File: src/rtl/sdds_pkg.sv
// Package for the signed decimal digit serializer.
// Holds the controller state type, command/status structs and a digit-count helper.
// No dependencies.
package sdds_pkg;

	// Default width of the signed input word.
	localparam int DEF_VALUE_WIDTH = 32;

	// Number of decimal digits needed for an unsigned magnitude of w bits.
	// The factor 1233/4096 approximates log10(2) closely enough for w up to 64.
	function automatic int digit_count(input int w);
		return ((w * 1233) >> 12) + 1;
	endfunction

	// Controller states.
	typedef enum logic [1:0] {
		ST_IDLE,
		ST_CONVERT,
		ST_EMIT
	} state_t;

	// Commands from the controller to the datapath.
	typedef struct packed {
		logic load;  // capture the input word and its magnitude
		logic step;  // one shift-add-3 conversion step
		logic emit;  // advance the digit register by one digit
	} cmd_t;

	// Status from the datapath to the controller.
	typedef struct packed {
		logic neg;       // the captured word is negative
		logic top_zero;  // the most significant BCD digit is zero
	} status_t;

endpackage

File: src/rtl/sdds_datapath.sv
// Datapath of the signed decimal digit serializer: magnitude and BCD registers.
// Performs the shift-add-3 conversion and shifts out digits on command.
// Depends on sdds_pkg.
module sdds_datapath import sdds_pkg::*; #(
	parameter int VALUE_WIDTH = DEF_VALUE_WIDTH
) (
	input  logic                          clk,
	input  logic signed [VALUE_WIDTH-1:0] value,
	input  cmd_t                          cmd,
	output status_t                       status,
	output logic        [3:0]             top_digit
);

	localparam int NDIG = digit_count(VALUE_WIDTH);
	localparam int BW   = 4 * NDIG;

	logic [VALUE_WIDTH-1:0] val_u;
	logic [VALUE_WIDTH-1:0] mag_q;
	logic [BW-1:0]          bcd_q;
	logic [BW-1:0]          bcd_adj;
	logic                   neg_q;

	assign val_u = value;

	// Add three to every digit of five or more before the next shift.
	always_comb begin
		for (int i = 0; i < NDIG; i++) begin
			if (bcd_q[4*i +: 4] >= 4'd5) begin
				bcd_adj[4*i +: 4] = bcd_q[4*i +: 4] + 4'd3;
			end else begin
				bcd_adj[4*i +: 4] = bcd_q[4*i +: 4];
			end
		end
	end

	// Magnitude, sign and BCD registers; payload only, so no reset.
	always_ff @(posedge clk) begin
		if (cmd.load) begin
			neg_q <= val_u[VALUE_WIDTH-1];
			mag_q <= val_u[VALUE_WIDTH-1] ? (~val_u + 1'b1) : val_u;
			bcd_q <= '0;
		end else if (cmd.step) begin
			mag_q <= {mag_q[VALUE_WIDTH-2:0], 1'b0};
			bcd_q <= {bcd_adj[BW-2:0], mag_q[VALUE_WIDTH-1]};
		end else if (cmd.emit) begin
			bcd_q <= {bcd_q[BW-5:0], 4'd0};
		end
	end

	assign top_digit       = bcd_q[BW-1 -: 4];
	assign status.neg      = neg_q;
	assign status.top_zero = (bcd_q[BW-1 -: 4] == 4'd0);

endmodule

File: src/rtl/sdds_ctrl.sv
// Controller of the signed decimal digit serializer.
// Sequences capture, conversion steps and digit emission; drives the result strobe.
// Depends on sdds_pkg.
module sdds_ctrl import sdds_pkg::*; #(
	parameter int VALUE_WIDTH = DEF_VALUE_WIDTH
) (
	input  logic    clk,
	input  logic    arst_n,
	input  logic    start,
	input  status_t status,
	output cmd_t    cmd,
	output logic    busy,
	output logic    strobe,
	output logic    is_sign,
	output logic    last
);

	localparam int NDIG = digit_count(VALUE_WIDTH);
	localparam int CMAX = (VALUE_WIDTH > NDIG) ? VALUE_WIDTH : NDIG;
	localparam int CW   = $clog2(CMAX + 1);

	state_t          state_q, state_d;
	logic   [CW-1:0] cnt_q, cnt_d;
	logic            started_q, started_d;
	logic            final_step;
	logic            final_digit;

	assign final_step  = (cnt_q == CW'(VALUE_WIDTH - 1));
	assign final_digit = (cnt_q == CW'(NDIG - 1));

	// State, counter and leading-zero flag registers.
	always_ff @(posedge clk or negedge arst_n) begin
		if (!arst_n) begin
			state_q   <= ST_IDLE;
			cnt_q     <= '0;
			started_q <= 1'b0;
		end else begin
			state_q   <= state_d;
			cnt_q     <= cnt_d;
			started_q <= started_d;
		end
	end

	// Next state and command decode.
	always_comb begin
		state_d   = state_q;
		cnt_d     = cnt_q;
		started_d = started_q;
		cmd       = '0;
		busy      = 1'b1;
		strobe    = 1'b0;
		is_sign   = 1'b0;
		last      = 1'b0;
		unique case (state_q)
			ST_IDLE: begin
				busy = 1'b0;
				if (start) begin
					cmd.load  = 1'b1;
					cnt_d     = '0;
					started_d = 1'b0;
					state_d   = ST_CONVERT;
				end
			end
			ST_CONVERT: begin
				cmd.step = 1'b1;
				// The minus sign leaves during the first conversion step.
				if (cnt_q == '0 && status.neg) begin
					strobe  = 1'b1;
					is_sign = 1'b1;
				end
				if (final_step) begin
					cnt_d   = '0;
					state_d = ST_EMIT;
				end else begin
					cnt_d = cnt_q + 1'b1;
				end
			end
			ST_EMIT: begin
				cmd.emit = 1'b1;
				// Leading zeros are dropped, but the units digit always leaves.
				strobe = started_q || !status.top_zero || final_digit;
				last   = final_digit;
				if (!status.top_zero) begin
					started_d = 1'b1;
				end
				if (final_digit) begin
					cnt_d   = '0;
					state_d = ST_IDLE;
				end else begin
					cnt_d = cnt_q + 1'b1;
				end
			end
			default: begin
				state_d = ST_IDLE;
			end
		endcase
	end

endmodule

File: src/rtl/signed_decimal_digit_serializer.sv
// Signed decimal digit serializer: emits a signed word as decimal symbols, MSD first.
// The sign word (if any) leaves in the cycle after start is accepted; digits follow
// after VALUE_WIDTH shift-add-3 steps. An item occupies the block through its load,
// its VALUE_WIDTH conversion steps and one emit slot per digit; no new item is taken while busy.
// Results leave one per strobe and cannot be stalled. Asynchronous active-low reset
// returns the controller to idle; the datapath registers are not reset.
module signed_decimal_digit_serializer import sdds_pkg::*; #(
	parameter int VALUE_WIDTH = DEF_VALUE_WIDTH
) (
	input  logic                          clk,
	input  logic                          arst_n,
	input  logic                          start,
	input  logic signed [VALUE_WIDTH-1:0] value,
	output logic                          busy,
	output logic                          strobe,
	output logic                          is_sign,
	output logic        [3:0]             digit,
	output logic                          last
);

	cmd_t       cmd;
	status_t    status;
	logic [3:0] top_digit;

	sdds_ctrl #(
		.VALUE_WIDTH(VALUE_WIDTH)
	) u_ctrl (
		.clk    (clk),
		.arst_n (arst_n),
		.start  (start),
		.status (status),
		.cmd    (cmd),
		.busy   (busy),
		.strobe (strobe),
		.is_sign(is_sign),
		.last   (last)
	);

	sdds_datapath #(
		.VALUE_WIDTH(VALUE_WIDTH)
	) u_datapath (
		.clk      (clk),
		.value    (value),
		.cmd      (cmd),
		.status   (status),
		.top_digit(top_digit)
	);

	// The sign word carries a zero digit.
	assign digit = cmd.emit ? top_digit : 4'd0;

`ifndef SYNTHESIS
	// The final word of an item releases the block on the next cycle.
	a_last_frees: assert property (@(posedge clk) disable iff (!arst_n)
		strobe && last |=> !busy)
		else $error("block still busy after final word");

	// An accepted item keeps the block busy in the following cycle.
	a_start_busy: assert property (@(posedge clk) disable iff (!arst_n)
		start && !busy |=> busy)
		else $error("block not busy after accepting an item");

	// A sign word is never the final word of an item.
	a_sign_not_last: assert property (@(posedge clk) disable iff (!arst_n)
		strobe && is_sign |-> !last)
		else $error("sign word marked last");

	// Digit words carry a valid decimal digit.
	a_digit_range: assert property (@(posedge clk) disable iff (!arst_n)
		strobe && !is_sign |-> digit <= 4'd9)
		else $error("digit word out of range");
`endif

endmodule
File: config.mk
export PLATFORM = sky130hd
export DESIGN_NAME = signed_decimal_digit_serializer
export DESIGN_NICKNAME = d
export VERILOG_FILES = /design/src/rtl/sdds_pkg.sv /design/src/rtl/sdds_datapath.sv /design/src/rtl/sdds_ctrl.sv /design/src/rtl/signed_decimal_digit_serializer.sv
export SDC_FILE = /design/constraint.sdc
export NUM_CORES = 1
export LEC_CHECK = 0
export BUFFER_PORTS_ARGS = -buffer_cell sky130_fd_sc_hd__buf_2
export CAP_MARGIN = 20
export CORE_UTILIZATION = 55
export CTS_CLUSTER_DIAMETER = 150
export CTS_CLUSTER_SIZE = 28
export DETAILED_ROUTE_END_ITERATION = 12
export GPL_ROUTABILITY_DRIVEN = 0
export HOLD_SLACK_MARGIN = 0.15
export PLACE_DENSITY = 0.77
export SLEW_MARGIN = 25
export SYNTH_ARGS = -nofsm -noshare
export SYNTH_HDL_FRONTEND = slang
export SYNTH_SLANG_ARGS = --single-unit
File: constraint.sdc
create_clock -name clk -period 2.2 [get_ports clk]
set_input_delay 0.11 -clock clk [delete_from_list [all_inputs] [get_ports clk]]
set_output_delay 0.11 -clock clk [all_outputs]
set_load 0.02 [all_outputs]
Yosys cells after proc, flatten, opt, wreduce, memory -nomap -nowiden
Cells that the tools add are included.

cells by class
  $add $sub $neg = 12
  $mul = 0
  div/mod/pow operators = 0
  order comparisons = 10
  equal/unequal tests = 8
  shift operators = 0
  muxes and demuxes = 36
  bitwise logic cells = 1
  reductions and logical operators = 14

operators with widths
  kind                                                                   number
  32-bit two-way mux                                                     3
  40-bit two-way mux                                                     2
  4-bit by 3-bit >= comparator with 1-bit output, second input constant  10
  4-bit two-way mux                                                      10
  4-bit by 2-bit adder with 4-bit output, second input constant          9
  32-bit by 1-bit adder with 32-bit output, second input constant        1
  32-bit NOT                                                             1
  6-bit two-way mux                                                      3
  6-bit case mux with 3 select lines                                     1
  1-bit two-way mux                                                      10
  6-bit by 1-bit adder with 6-bit output, second input constant          1
  6-bit by 4-bit == test with 1-bit output, second input constant        1
  6-bit by 5-bit == test with 1-bit output, second input constant        1
  6-bit logical NOT                                                      1
  2-bit two-way mux                                                      3
  2-bit case mux with 3 select lines                                     1
  3-bit AND reduction                                                    2
  2-bit nonzero test                                                     3
  4-bit logical NOT                                                      1
  2-bit by 1-bit != test with 1-bit output, second input constant        2
  2-bit != test, second input constant                                   2
  1-bit case mux with 2 select lines                                     2
  3-bit by 2-bit adder with 3-bit output, second input constant          1
  3-bit two-way mux                                                      1
  8 further kinds                                                        9

word-level totals
  register bits = 82
  bits in latches = 0
  bits in writable memories = 0
  bits in read-only memories = 0
  input port bits = 35
  output and inout bits = 8
  word-level logic and storage cells = 87
  memories = 0

Depth between registers and ports, before layout
  depth after elaboration = 5
  gate-level depth with buffers = 8
  depth with buffers taken out = 7

Modules after synthesis
A second synthesis with hierarchy kept.

second synthesis, totals
  cell total of the unflattened synthesis = 596
  area total of the unflattened synthesis = 5,323.9 µm²

modules (own cells, without submodules)
  module                           times used  cells each  area each (µm²)  seq. area each (µm²)
  sdds_datapath                    1           513         4,574.4          1,791.7
  sdds_ctrl                        1           79          724.4            225.2
  signed_decimal_digit_serializer  1           4           25.0             0.0

Least setup slack after synthesis
Ideal clock, no wire load.

  kind = flip-flop to flip-flop
  start point = reg u_ctrl.state_q[1]
  end point = reg u_datapath.mag_q[0], enable pin
  setup time = 0.478 ns
  arrival time = 1.603 ns
  data required time = 1.722 ns
  path slack = 0.119 ns
  cell stages (with the launch flop) = 6
  buffers on the path = 1
  clock period less this slack = 2.081 ns
  cell sequence = dfrtp_1 inv_1 ha_1 inv_1 buf_1 nand2_1

between the ends
  word-level cells in the longest chain between the ends = 3
  elaborated cells on any way between the ends = 5
  classes of those cells = eq/ne (1); mux (2); reduce/logical (2)

ends and longest elaborated chain
  what                                                                                  RTL line             text
  start, declared                                                                       sdds_ctrl.sv:22      state_t state_q, state_d;
  start signal, assigned                                                                sdds_ctrl.sv:38      state_q <= state_d;
  2-bit by 1-bit == test with 1-bit output / 2-bit logical NOT (equally long branches)  sdds_ctrl.sv:54      unique case (state_q)
  1-bit two-way mux                                                                     sdds_ctrl.sv:54
  2-bit nonzero test (no line) (*)                                                      --
  end signal, assigned                                                                  sdds_datapath.sv:40  mag_q <= val_u[VALUE_WIDTH-1] ? (~val_u + 1'b1) : val_u;
  end signal, assigned                                                                  sdds_datapath.sv:43  mag_q <= {mag_q[VALUE_WIDTH-2:0], 1'b0};
  end, declared                                                                         sdds_datapath.sv:18  logic [VALUE_WIDTH-1:0] mag_q;

Mark *: on every way between the ends. The rest lies on a longest branch, timed or not.
A chain may end at the register's enable or synchronous reset.

Worst setup path in the final report
  start point = reg u_ctrl.state_q[1]
  end point = out strobe

between the ends
  word-level cells in the longest chain between the ends = 2
  elaborated cells on any way between the ends = 3
  classes of those cells = eq/ne (2); mux (1)

ends and longest elaborated chain
  what                                                                              RTL line                               text
  2-bit == test / 2-bit by 1-bit == test with 1-bit output (equally long branches)  sdds_ctrl.sv:54
  1-bit case mux with 2 select lines (*)                                            sdds_ctrl.sv:54
  end, declared                                                                     signed_decimal_digit_serializer.sv:15  output logic strobe,

Marks and branches as above.

==> run_results.csv <==
group,metric,value,unit
sta,holdWs,0.160,ns
cts,path_clk_slew,0.09,ns
die,die_y,100,um
setup_path,cp-start-kind,"flip-flop",
global_routing,antenna_found_initial,0,
layout,area_delta_synth_final,13.5,%
place,place_inst,772,
setup_path,cp-end-kind,"output port",
yosys,synth_cells,613,
cts,cts_max_path_buffers,2,
yosys,synth_nets,676,
setup_path,critPathArrivalTime,1.88,ns
route,vias,4585,
global_routing,grt-ovfl-total,0,
global_routing,grt_pass1_vias,4412,
die,fp.dieW,100,um
cts,cts_inserted_buffers,9,
cts,tritoncts,"done",
min_path,whs_path_depth,3,
route,drtPass1Iterations,5,
route,drc_errors,0,
cts,post_cts_buffers,0,
die,io_pins,43,
sta,finalHoldViolCount,0,
layout,layout_commonest_cell,"nand2_1",
sta,finalSetupViolations,0,
global_routing,grtUsageTotal,24.4,%
place,dp_hpwl,8130,um
route,drtIter0Drc,268,
setup_path,r2r_slack,0.30,ns
global_routing,grt_max_degree,33,
layout,diodes,0,
setup_path,max_stage_delay,0.40,ns
yosys,yosysSeqAreaShare,38.1,%
yosys,ys_seq_elements,82,
die,dieArea,10000,sq um
sta,post-route-period-util,90.6,%
min_path,min-delay-start,"value[24]",
global_routing,grt_pass1_wl,19800,um
yosys,synth_cell_types,51,
sta,skew,0.0113,ns
global_routing,use_met2,40.9,%
cts,clk_latency,0.35,ns
die,rows,35,
sta,fmax,502,MHz
yosys,yosys_warnings,0,
sta,tightest_slew,0.546,ns
layout,nets,729,
setup_path,critPathBufInv,3,
sta,fin_crit,1.99,ns
setup_path,worstPathRequired,2.09,ns
layout,fill_cells,780,
power,ir_worst_vdd,0.689,mV
cts,clockRootBuffer,"clkbuf_8",
setup_path,r2r-end,"u_ctrl.cnt_q[2]$_DFFE_PN0P_",
setup_path,crit_top_cell,"inv_1",
yosys,netlist.area_leader.share,18.7,%
route,routedWlPerCell,14.6,um
setup_path,r2r_start,"u_ctrl.cnt_q[0]$_DFFE_PN0P_",
yosys,yosysTopAreaCell,"edfxtp_1",
layout,drive_gt1_share,14.0,%
yosys,syn_area,5300,sq um
cts,ctsHtreeMaxLevel,3,
place,io_buffers,42,
layout,layout_common_cells,"76 x nand2_1, 67 x o21ai_0, 54 x a21oi_1",
route,via_per_inst,5.73,
global_routing,grt.busiest_layer,"met2",
setup_path,cp_top_family,"flip-flops",
route,ant_nets,0,
global_routing,grt_util_met3,4.60,%
sta,drv_slew,0,
power,p_leak,2.40,nW
yosys,syn_area_per_cell,8.65,sq um
min_path,hold_end,"u_datapath.mag_q[24]$_DFFE_PP_",
die,core,9280,sq um
route,wl,11700,um
layout,fin_cells,800,
die,start_util,57.1,%
sta,relSlewSlack,63.5,%
yosys,synth_area_leaders,"edfxtp_1 19%, dfxtp_1 15%, ha_1 6.6%",
setup_path,crit_path_max_fanout,3,
flow_run,drv_cap,0,
sta,rsz0062_at_grt,"false",
sta,fin_tns_setup,0,ns
setup_path,reg2regPathDepth,6,
min_path,hold_class,"in -> reg",
outcome,status,"complete, no violations",
power,powerDensity,1430,nW/um^2
setup_path,slowest_stage,"dfrtp_1",
global_routing,grt_use_met1,31.9,%
setup_path,worstPathCellList,"inv_1 -> ha_2 -> inv_1 -> nor4_1 -> o31a_1 -> buf_2",
cts,clock_sinks,82,
setup_path,path_class,"reg -> out",
==> sequential cells by signal, summed over array words and instances (netlist names) <==
register          cells
u_datapath.bcd_q     40
u_datapath.mag_q     32
u_datapath.neg_q      1
u_ctrl.cnt_q          6
u_ctrl.started_q      1
u_ctrl.state_q        2
==> synth_stat cells, drive strengths merged <==
library cell   n
a211oi        15
o32a           1
xor2          25
ha            28
nand4          6
edfxtp        33
o22a           1
nand3         17
o211ai         4
a22oi          3
nor3b          1
clkbuf        27
inv           42
mux2i         20
o31ai         12
o21a           1
dfxtp         40
nor4b          2
xnor2         14
buf            5
o21ai         91
or4            2
a32oi          6
or3b           1
nand4b         3
and2           2
a31oi          4
nor3          11
or3            2
nor2          20
o41ai          9
a21oi         54
mux2           2
nand2         78
nand2b        14
dfrtp          9
o31a           2
a2bb2oi        1
nor4           5
==> layout make-up <==
| cell class | instances | area (sq um) | share of cell area, % |
|---|---|---|---|
| Inverter | 42 | 158 | 2.62 |
| Tap cell | 129 | 161 | 2.68 |
| Sequential cell | 82 | 2020 | 33.5 |
| Clock buffer | 9 | 124 | 2.06 |
| Clock inverter | 7 | 76.3 | 1.27 |
| Timing Repair Buffer | 74 | 505 | 8.41 |
| Multi-Input combinational cell | 457 | 2970 | 49.4 |
==> repair_timing <==
item | in CTS | in global routing
hold buffers | 12 | 0
resized for setup | 0 | 1
hold endpoints to repair | 19 | 0
setup endpoints to repair | 0 | 2
==> worst max path at each step <==
| stage | from | end | slack [ns] | depth (start not counted) |
|---|---|---|---|---|
| floorplan | u_ctrl.state_q[1]$_DFFE_PN0P_ | u_datapath.mag_q[0]$_SDFFCE_PN0P_ | 0.12 | 5 |
| global placement | value[0] | u_datapath.mag_q[30]$_DFFE_PP_ | 0.23 | 8 |
| detailed placement | value[0] | u_datapath.mag_q[28]$_DFFE_PP_ | 0.14 | 8 |
| CTS | value[18] | u_datapath.mag_q[28]$_DFFE_PP_ | 0.13 | 7 |
| global route | u_ctrl.state_q[1]$_DFFE_PN0P_ | strobe | 0.10 | 6 |
| finish | u_ctrl.state_q[1]$_DFFE_PN0P_ | strobe | 0.21 | 6 |
==> worst min-delay path, cell delays in order <==
cell and delay, ns:
buf_2 0.12, xor2_1 0.07, o21ai_1 0.11
==> logic make-up after synthesis <==
family / share of synthesized area [%]
AOI/OAI and AO/OA: 23.3
and+or+nand+nor: 15.4
adders and majority gates: 6.61
buffers and inverters: 6.07
xor gates and xnor gates: 6.44
muxes: 4.20
DFF: 38.1
==> report_power, final <==
group | internal, mW | switching [mW] | total [mW]
Sequential | 2.50 | 0.482 | 2.98
Clock | 0.533 | 0.585 | 1.12
Combinational | 1.77 | 2.75 | 4.52
==> routing by layer <==
metal	routed length [um]	vias to the layer above	share of wire, %
li1	-	2313	-
met1	5460	2158	47
met2	5680	100	49
met3	394	14	3.4
met4	140	0	1.2
met5	0	-	0
==> stage by stage <==
stage	power, mW	setup slack [ns]	area [sq um]	util [%]
after CTS	8.62	0.135	6010	64.7
after global routing	9.39	0.104	6010	64.8
after detailed placement	7.48	0.140	5690	61.3
after global placement	7.24	0.231	5690	61.3
after floorplan	6.27	0.119	5300	-
final	8.62	0.207	6010	64.8
Note: power is estimated with default switching activity, not from simulation.
